==> src/tfp_pkg.sv <==
// Shared types and constants for the telemetry frame parser.
// No dependencies; imported by every module of the block.
`timescale 1ns / 1ps

package tfp_pkg;

  localparam logic [7:0] SYNC_BYTE      = 8'hFF;
  localparam logic [7:0] TYPE_VOLTS     = 8'hFE;
  localparam logic [7:0] TYPE_USER      = 8'hFD;
  localparam logic [7:0] TYPE_ALARM_HI  = 8'hFC;
  localparam logic [7:0] TYPE_ALARM_LO  = 8'hF9;

  localparam logic [1:0] KIND_VOLTS     = 2'd0;
  localparam logic [1:0] KIND_THRESHOLD = 2'd1;
  localparam logic [1:0] KIND_USER      = 2'd2;

  localparam int unsigned TDATA_W = 64;

  typedef struct packed {
    logic [1:0] result_kind;
    logic [7:0] volt_first;
    logic [7:0] volt_second;
    logic [7:0] link_quality;
    logic [1:0] alarm_channel;
    logic [7:0] alarm_level;
    logic [7:0] alarm_greater;
    logic [7:0] alarm_setting;
    logic [7:0] user_byte;
    logic       user_last;
  } result_t;

endpackage

==> src/tfp_in_stage.sv <==
// Input register of the telemetry frame parser: holds one received byte.
// Depends on tfp_pkg.
`timescale 1ns / 1ps

module tfp_in_stage (
  input  logic       clk,
  input  logic       rst_n,
  input  logic       in_tvalid,
  output logic       in_tready,
  input  logic [7:0] in_tdata,
  input  logic       take,
  output logic       byte_valid,
  output logic [7:0] byte_data
);
  import tfp_pkg::*;

  logic       valid_r;
  logic [7:0] data_r;

  assign in_tready  = !valid_r || take;
  assign byte_valid = valid_r;
  assign byte_data  = data_r;

  always_ff @(posedge clk) begin
    if (!rst_n) begin
      valid_r <= 1'b0;
    end else if (in_tready) begin
      valid_r <= in_tvalid;
    end
  end

  always_ff @(posedge clk) begin
    if (in_tready && in_tvalid) begin
      data_r <= in_tdata;
    end
  end

endmodule

==> src/tfp_parser.sv <==
// Frame phase machine and held frame bytes; decodes one byte per step.
// Depends on tfp_pkg.
`timescale 1ns / 1ps

module tfp_parser (
  input  logic              clk,
  input  logic              rst_n,
  input  logic              byte_valid,
  input  logic [7:0]        byte_data,
  input  logic              out_free,
  output logic              take,
  output logic              push,
  output tfp_pkg::result_t  result
);
  import tfp_pkg::*;

  localparam logic [3:0] PH_HUNT    = 4'd0;
  localparam logic [3:0] PH_TYPE    = 4'd1;
  localparam logic [3:0] PH_LEVEL   = 4'd2;
  localparam logic [3:0] PH_GREATER = 4'd3;
  localparam logic [3:0] PH_ALARM   = 4'd4;
  localparam logic [3:0] PH_VOLT1   = 4'd5;
  localparam logic [3:0] PH_VOLT2   = 4'd6;
  localparam logic [3:0] PH_LINK    = 4'd7;
  localparam logic [3:0] PH_LENGTH  = 4'd8;
  localparam logic [3:0] PH_SERIAL  = 4'd9;
  localparam logic [3:0] PH_DATA    = 4'd10;

  logic [3:0] phase_r, phase_nxt;
  logic [1:0] channel_r, channel_nxt;
  logic [7:0] level_r, level_nxt;
  logic [7:0] greater_r, greater_nxt;
  logic [7:0] volt1_r, volt1_nxt;
  logic [7:0] volt2_r, volt2_nxt;
  logic [7:0] length_r, length_nxt;
  logic [7:0] taken_r, taken_nxt;
  logic [7:0] chan_diff;
  logic [7:0] taken_inc;
  logic       has_result;

  assign chan_diff = TYPE_ALARM_HI - byte_data;
  assign taken_inc = taken_r + 8'd1;

  always_comb begin
    phase_nxt   = phase_r;
    channel_nxt = channel_r;
    level_nxt   = level_r;
    greater_nxt = greater_r;
    volt1_nxt   = volt1_r;
    volt2_nxt   = volt2_r;
    length_nxt  = length_r;
    taken_nxt   = taken_r;
    has_result  = 1'b0;
    result      = '0;
    unique case (phase_r)
      PH_TYPE: begin
        if (byte_data == TYPE_VOLTS) begin
          phase_nxt = PH_VOLT1;
        end else if (byte_data == TYPE_USER) begin
          phase_nxt = PH_LENGTH;
        end else if (byte_data >= TYPE_ALARM_LO && byte_data <= TYPE_ALARM_HI) begin
          channel_nxt = chan_diff[1:0];
          phase_nxt   = PH_LEVEL;
        end else begin
          phase_nxt = PH_HUNT;
        end
      end
      PH_LEVEL: begin
        level_nxt = byte_data;
        phase_nxt = PH_GREATER;
      end
      PH_GREATER: begin
        greater_nxt = byte_data;
        phase_nxt   = PH_ALARM;
      end
      PH_ALARM: begin
        has_result           = 1'b1;
        result.result_kind   = KIND_THRESHOLD;
        result.alarm_channel = channel_r;
        result.alarm_level   = level_r;
        result.alarm_greater = greater_r;
        result.alarm_setting = byte_data;
        phase_nxt            = PH_HUNT;
      end
      PH_VOLT1: begin
        volt1_nxt = byte_data;
        phase_nxt = PH_VOLT2;
      end
      PH_VOLT2: begin
        volt2_nxt = byte_data;
        phase_nxt = PH_LINK;
      end
      PH_LINK: begin
        has_result          = 1'b1;
        result.result_kind  = KIND_VOLTS;
        result.volt_first   = volt1_r;
        result.volt_second  = volt2_r;
        result.link_quality = byte_data;
        phase_nxt           = PH_HUNT;
      end
      PH_LENGTH: begin
        length_nxt = byte_data;
        phase_nxt  = PH_SERIAL;
      end
      PH_SERIAL: begin
        taken_nxt = 8'd0;
        phase_nxt = (length_r == 8'd0) ? PH_HUNT : PH_DATA;
      end
      PH_DATA: begin
        has_result         = 1'b1;
        taken_nxt          = taken_inc;
        result.result_kind = KIND_USER;
        result.user_byte   = byte_data;
        if (taken_inc == length_r) begin
          result.user_last = 1'b1;
          phase_nxt        = PH_HUNT;
        end
      end
      default: begin
        phase_nxt = (byte_data == SYNC_BYTE) ? PH_TYPE : PH_HUNT;
      end
    endcase
  end

  assign take = byte_valid && (!has_result || out_free);
  assign push = take && has_result;

  always_ff @(posedge clk) begin
    if (!rst_n) begin
      phase_r   <= PH_HUNT;
      channel_r <= 2'd0;
      level_r   <= 8'd0;
      greater_r <= 8'd0;
      volt1_r   <= 8'd0;
      volt2_r   <= 8'd0;
      length_r  <= 8'd0;
      taken_r   <= 8'd0;
    end else if (take) begin
      phase_r   <= phase_nxt;
      channel_r <= channel_nxt;
      level_r   <= level_nxt;
      greater_r <= greater_nxt;
      volt1_r   <= volt1_nxt;
      volt2_r   <= volt2_nxt;
      length_r  <= length_nxt;
      taken_r   <= taken_nxt;
    end
  end

endmodule

==> src/tfp_out_stage.sv <==
// Result register of the telemetry frame parser: holds one result for the stream.
// Depends on tfp_pkg.
`timescale 1ns / 1ps

module tfp_out_stage (
  input  logic                         clk,
  input  logic                         rst_n,
  input  logic                         push,
  input  tfp_pkg::result_t             result,
  output logic                         out_free,
  output logic                         out_tvalid,
  input  logic                         out_tready,
  output logic [tfp_pkg::TDATA_W-1:0]  out_tdata,
  output logic [1:0]                   out_tuser,
  output logic                         out_tlast
);
  import tfp_pkg::*;

  logic    valid_r;
  result_t res_r;

  assign out_free   = !valid_r || out_tready;
  assign out_tvalid = valid_r;
  assign out_tuser  = res_r.result_kind;
  assign out_tlast  = res_r.user_last;
  assign out_tdata  = {6'd0, res_r.user_byte, res_r.alarm_setting, res_r.alarm_greater,
                       res_r.alarm_level, res_r.alarm_channel, res_r.link_quality,
                       res_r.volt_second, res_r.volt_first};

  always_ff @(posedge clk) begin
    if (!rst_n) begin
      valid_r <= 1'b0;
    end else if (push) begin
      valid_r <= 1'b1;
    end else if (out_tready) begin
      valid_r <= 1'b0;
    end
  end

  always_ff @(posedge clk) begin
    if (push) begin
      res_r <= result;
    end
  end

endmodule

==> src/telemetry_frame_parser_unit.sv <==
// Telemetry frame parser: sync hunt, frame decode and result streaming.
// Depends on tfp_pkg, tfp_in_stage, tfp_parser and tfp_out_stage.
// Usage:
//   The in_ channel carries one received serial byte per request. The parser
//   hunts for the sync byte, decodes the type byte and collects volts,
//   threshold and user data frames. The out_ channel carries one result per
//   request: a whole volts or threshold frame, or a single user data byte,
//   with tlast set on the final byte of a user data frame.
//   Throughput is one byte per cycle while the receiver takes results. A byte
//   is held in the input register and decoded there; when it is taken, its
//   result loads into the result register, which raises out_tvalid. Bytes
//   that neither close a frame nor carry user data produce no result.
//   The result register decouples the two sides: a new byte is taken while a
//   result waits, as long as that byte yields no result or the waiting one
//   leaves in the same cycle. When the receiver stalls with a result held,
//   the next result-bearing byte holds in the input register and in_tready
//   drops until out_tready returns.
//   Synchronous active-low reset empties both registers and returns the
//   parser to hunting with all held frame bytes cleared.
`timescale 1ns / 1ps

module telemetry_frame_parser_unit (
  input  logic                         clk,
  input  logic                         rst_n,
  input  logic                         in_tvalid,
  output logic                         in_tready,
  input  logic [7:0]                   in_tdata,   // [7:0] rx_byte
  output logic                         out_tvalid,
  input  logic                         out_tready,
  // [7:0] volt_first, [15:8] volt_second, [23:16] link_quality,
  // [25:24] alarm_channel, [33:26] alarm_level, [41:34] alarm_greater,
  // [49:42] alarm_setting, [57:50] user_byte, [63:58] zero
  output logic [tfp_pkg::TDATA_W-1:0]  out_tdata,
  output logic [1:0]                   out_tuser,  // [1:0] result_kind
  output logic                         out_tlast   // user_last
);
  import tfp_pkg::*;

  logic       byte_valid;
  logic [7:0] byte_data;
  logic       take;
  logic       push;
  logic       out_free;
  result_t    result;

  tfp_in_stage u_in (
    .clk        (clk),
    .rst_n      (rst_n),
    .in_tvalid  (in_tvalid),
    .in_tready  (in_tready),
    .in_tdata   (in_tdata),
    .take       (take),
    .byte_valid (byte_valid),
    .byte_data  (byte_data)
  );

  tfp_parser u_parser (
    .clk        (clk),
    .rst_n      (rst_n),
    .byte_valid (byte_valid),
    .byte_data  (byte_data),
    .out_free   (out_free),
    .take       (take),
    .push       (push),
    .result     (result)
  );

  tfp_out_stage u_out (
    .clk        (clk),
    .rst_n      (rst_n),
    .push       (push),
    .result     (result),
    .out_free   (out_free),
    .out_tvalid (out_tvalid),
    .out_tready (out_tready),
    .out_tdata  (out_tdata),
    .out_tuser  (out_tuser),
    .out_tlast  (out_tlast)
  );

endmodule

==> config.mk <==
export PLATFORM = sky130hd
export DESIGN_NAME = telemetry_frame_parser_unit
export DESIGN_NICKNAME = d
export VERILOG_FILES = /design/src/tfp_pkg.sv /design/src/tfp_in_stage.sv /design/src/tfp_parser.sv /design/src/tfp_out_stage.sv /design/src/telemetry_frame_parser_unit.sv
export SDC_FILE = /design/constraint.sdc
export NUM_CORES = 1
export LEC_CHECK = 0
export BUFFER_PORTS_ARGS = -buffer_cell sky130_fd_sc_hd__buf_4
export CORE_ASPECT_RATIO = 1.5
export CORE_MARGIN = 1
export CORE_UTILIZATION = 30
export DETAILED_ROUTE_END_ITERATION = 6
export MAX_ROUTING_LAYER = met4
export PLACE_DENSITY = 0.55
export SLEW_MARGIN = 20
export SYNTH_ARGS = -nofsm -noshare
export SYNTH_HDL_FRONTEND = slang
export SYNTH_HIERARCHICAL = 1
export SYNTH_SLANG_ARGS = --single-unit
==> constraint.sdc <==
create_clock -name clk -period 3.1 [get_ports clk]
set_input_delay 0.62 -clock clk [delete_from_list [all_inputs] [get_ports clk]]
set_output_delay 0.62 -clock clk [all_outputs]
set_load 0.02 [all_outputs]
==> metrics.md <==
| Metric | Value |
|---|---|
| Vias | 3465 |
| Worst reg2reg startpoint | u_parser/phase_r[0] |
| Clock slew at reported path FFs | 60 ps |
| Final core occ | 0.393 |
| Worst Path Buf+Inv | 2 |
| Slew margin rel. | 0.440 |
| Antenna Diode Count | 0 |
| Initial antenna violation count | 0 |
| Postcts setup bufs | 0 |
| Critical path capture point type | primary output |
| Total GRT Usage | 0.142 |
| Row count | 58 |
| RePlAce Congestion | 0.839 |
| Hold Path Depth | 1 |
| Placed Cells incl. Taps | about 710 |
| 1st-iter DRT viols | about 190 |
| Share of cells above drive strength 1 | 0.255 |
| CTS Buffer Depth | 2 |
| Netlist cell types | 52 |
| Die Height | 164 microns |
| Async set-reset flop share out of synthesis | 0 |
| Min-Delay Startpoint | in_tdata[7] |
| Crit path max-delay family | flip-flops |
| Reg-to-reg endpoint | u_out/out_tdata[52] |
| Pwr Total | 3980 uW |
| Slew @ Worst Pin | 840 ps |
| Critical path required time | about 2500 ps |
| Vias in the first global route | 3387 |
| TritonCTS Buffers | 17 |
| Post-DP HPWL | 7.84 mm |
| First-pass GRT wire length | roughly 18 mm |
| CP max FO | 17 |
| Endpoint, Worst Hold | u_in/byte_data[7] |
| CTS Root Cell | clkbuf_16 |
| ANT nets after route | 0 |
| Area contributors post-synth | edfxtp_1 40%, dfxtp_1 21%, mux2i_1 7.9% |
| Synth Register Bits | 125 |
| Status | finished, final reports clean |
| Post-placement cell area | approximately 0.006 sq mm |
| Leak pwr | 0.00278 uW |
| Yosys top cell area share | 0.397 |
| Fin crit share | 0.932 |
| Worst Hold Class | in2reg |
| Final setup fails | 0 |
| TritonRoute pass-1 iters | 4 |
| Clock sink count | 125 |
| Post_cts resized | 0 |
| WS Path Type | reg2out |
| Commonest cells after routing, fill and taps aside | 85 x buf_4, 69 x edfxtp_1, 57 x nor2_1 |
| Data arrival, critical path | 2270 ps |
| Via/cell ratio | 4.66 |
| Flop-to-flop setup slack | 530 ps |
| Pwr per Cell Area | 599 mW/mm^2 |
| Fin cells | between 700 and 800 |
| Commonest non-fill, non-tap cell in the layout | buf_4 |
| Setup_tns | 0 ps |
| Syn avg cell area | between 10 and 15 sq um |
| Number of max-cap violations | 0 |
| Largest net degree at the start of global routing | 49 |
| Number of synthesized flops with an enable pin | 69 |
| CP max stage cell | dfxtp_1 |
| RSZ-0062 raised after global routing | no |
| Ys flop type | edfxtp_1 |
| DRC | 0 |
| Initial Util | 0.309 |
| DIE AREA | about 0.018 sq mm |
| WL/cell | 15.3 microns |
| WL final | ~11 mm |
| Final hold violation count | 0 |
| CP peak stage delay | between 600 and 700 ps |
| Peak supply drop | 0.288 mV |
| Number of I/O port buffers | 74 |
| CTS tree | yes |
| Mapped Area | between 0.005 and 0.006 sq mm |
| Pins over their slew limit | 0 |
| R2r worst-path depth | 5 |
| Syn. warnings | 6 |
| CTS Hold Bufs | 0 |
| H-tree depth | 4 |
| FMAX | 346 MHz |
| I/O pin count | 81 |
| Clock skew | 8.39 ps |
| Placeable Area | 0.0169 sq mm |
| Die width | 110 microns |
| Fin nets | 539 |
| Clk_lat worst skew | between 400 and 500 ps |
| Design area | ~0.0067 sq mm |
| Worst-path cell chain | or3b_1, o221ai_2, inv_2, nand2b_4, buf_4 |
| Fin crit period | 2890 ps |
| Post-synthesis cell count | 441 |
| Worst setup SP type | register |
| Synthesis-to-finish area growth | 27.4% |
| Leading area contributor after synthesis | edfxtp_1 |
| Post-synthesis sequential area ratio | 0.612 |
| Remaining Overflow, GRT | 0 |
## Yosys cell counts, types with 3 or more instances
library cell / n
or3_1: 4
o21a_1: 4
o21ai_1: 6
inv_1: 5
nor2_1: 57
nor2b_1: 4
xnor2_1: 10
nor4_1: 7
nand2_1: 8
nor3_1: 5
a31oi_1: 6
dfxtp_1: 56
buf_4: 7
clkbuf_1: 20
buf_2: 3
nand3_1: 9
inv_2: 5
and2_1: 56
mux2i_1: 41
ha_1: 6
a21oi_1: 10
nand4_1: 4
xor2_1: 5
edfxtp_1: 69
## metal layers
metal  vias up  routed length [microns]  GRT usage
met5         -                        0          -
met3        16                      422     0.0343
li1       1706                        -          -
met4         0                      273     0.0679
met1      1653                     4440      0.145
met2        90                     6270      0.250
## sequential cells by signal (all words and copies together) (netlist names), 2 cells and up
signal and count:
u_in/byte_data 8, u_parser/volt2_r 8, u_out/out_tdata 58, u_parser/taken_r 8
u_parser/level_r 8, u_parser/channel_r 2, u_parser/volt1_r 8, u_parser/length_r 8
u_parser/phase_r 4, u_parser/greater_r 8, u_out/out_tuser 2
## cell families (layout without fill, tap and decap cells)
family | count (synthesis) | in the layout | synth area share
xor gates and xnor gates | 15 | 15 | 0.0252
AOI/OAI and AO/OA | 41 | 41 | 0.0551
other | 1 | 6 | 0.000718
buffers and inverters | 40 | 128 | 0.0345
DFF | 125 | 125 | 0.612
muxes | 41 | 41 | 0.0786
adders and majority gates | 6 | 6 | 0.0144
and+or+nand+nor | 172 | 172 | 0.180
## where the power goes
| group | total [uW] | switching [uW] | internal [uW] | leakage [uW] |
|---|---|---|---|---|
| combinational | 147 | 92.4 | 55.0 | 0.00128 |
| clock | 2050 | 750 | 1300 | 0.000305 |
| sequential | 1780 | 27.5 | 1750 | 0.00119 |
## worst max-delay path by stage
stage                     slack [ps]            endpoint  cells past startpoint           startpoint
final                            210           in_tready                      5  u_parser/phase_r[2]
after global routing              80           in_tready                      5  u_parser/phase_r[2]
after CTS                        170           in_tready                      5  u_parser/phase_r[3]
after detailed placement         450           in_tready                      7           out_tready
after global placement           480           in_tready                      7           out_tready
after floorplan                   60  u_out/out_tdata[0]                      5           out_tready
## stage by stage
| stage | hold slack, ps | worst slack, ps |
|---|---|---|
| floorplan | 446 | 60.3 |
| global placement | 463 | 476 |
| detailed placement | 476 | 448 |
| CTS | 363 | 167 |
| global route | 357 | 75.4 |
| finish | 382 | 211 |
## worst register-to-register path, cell delays in order (launching register included)
cell and delay (ps):
dfxtp_1 630, xor2_1 360, o221ai_2 250, inv_2 170
and2_2 500, buf_12 310
## final cells by class
| class | count | area, sq um |
|---|---|---|
| tap | 210 | 263 |
| timing repair buffer | 86 | 658 |
| inverter | 10 | 37.5 |
| clock buffer | 18 | 439 |
| sequential | 125 | 3190 |
| fill | 1618 | 10300 |
| multi-input combinational | 281 | 1880 |
| clock inverter | 14 | 183 |
Note: power is estimated with default switching activity, not from simulation.
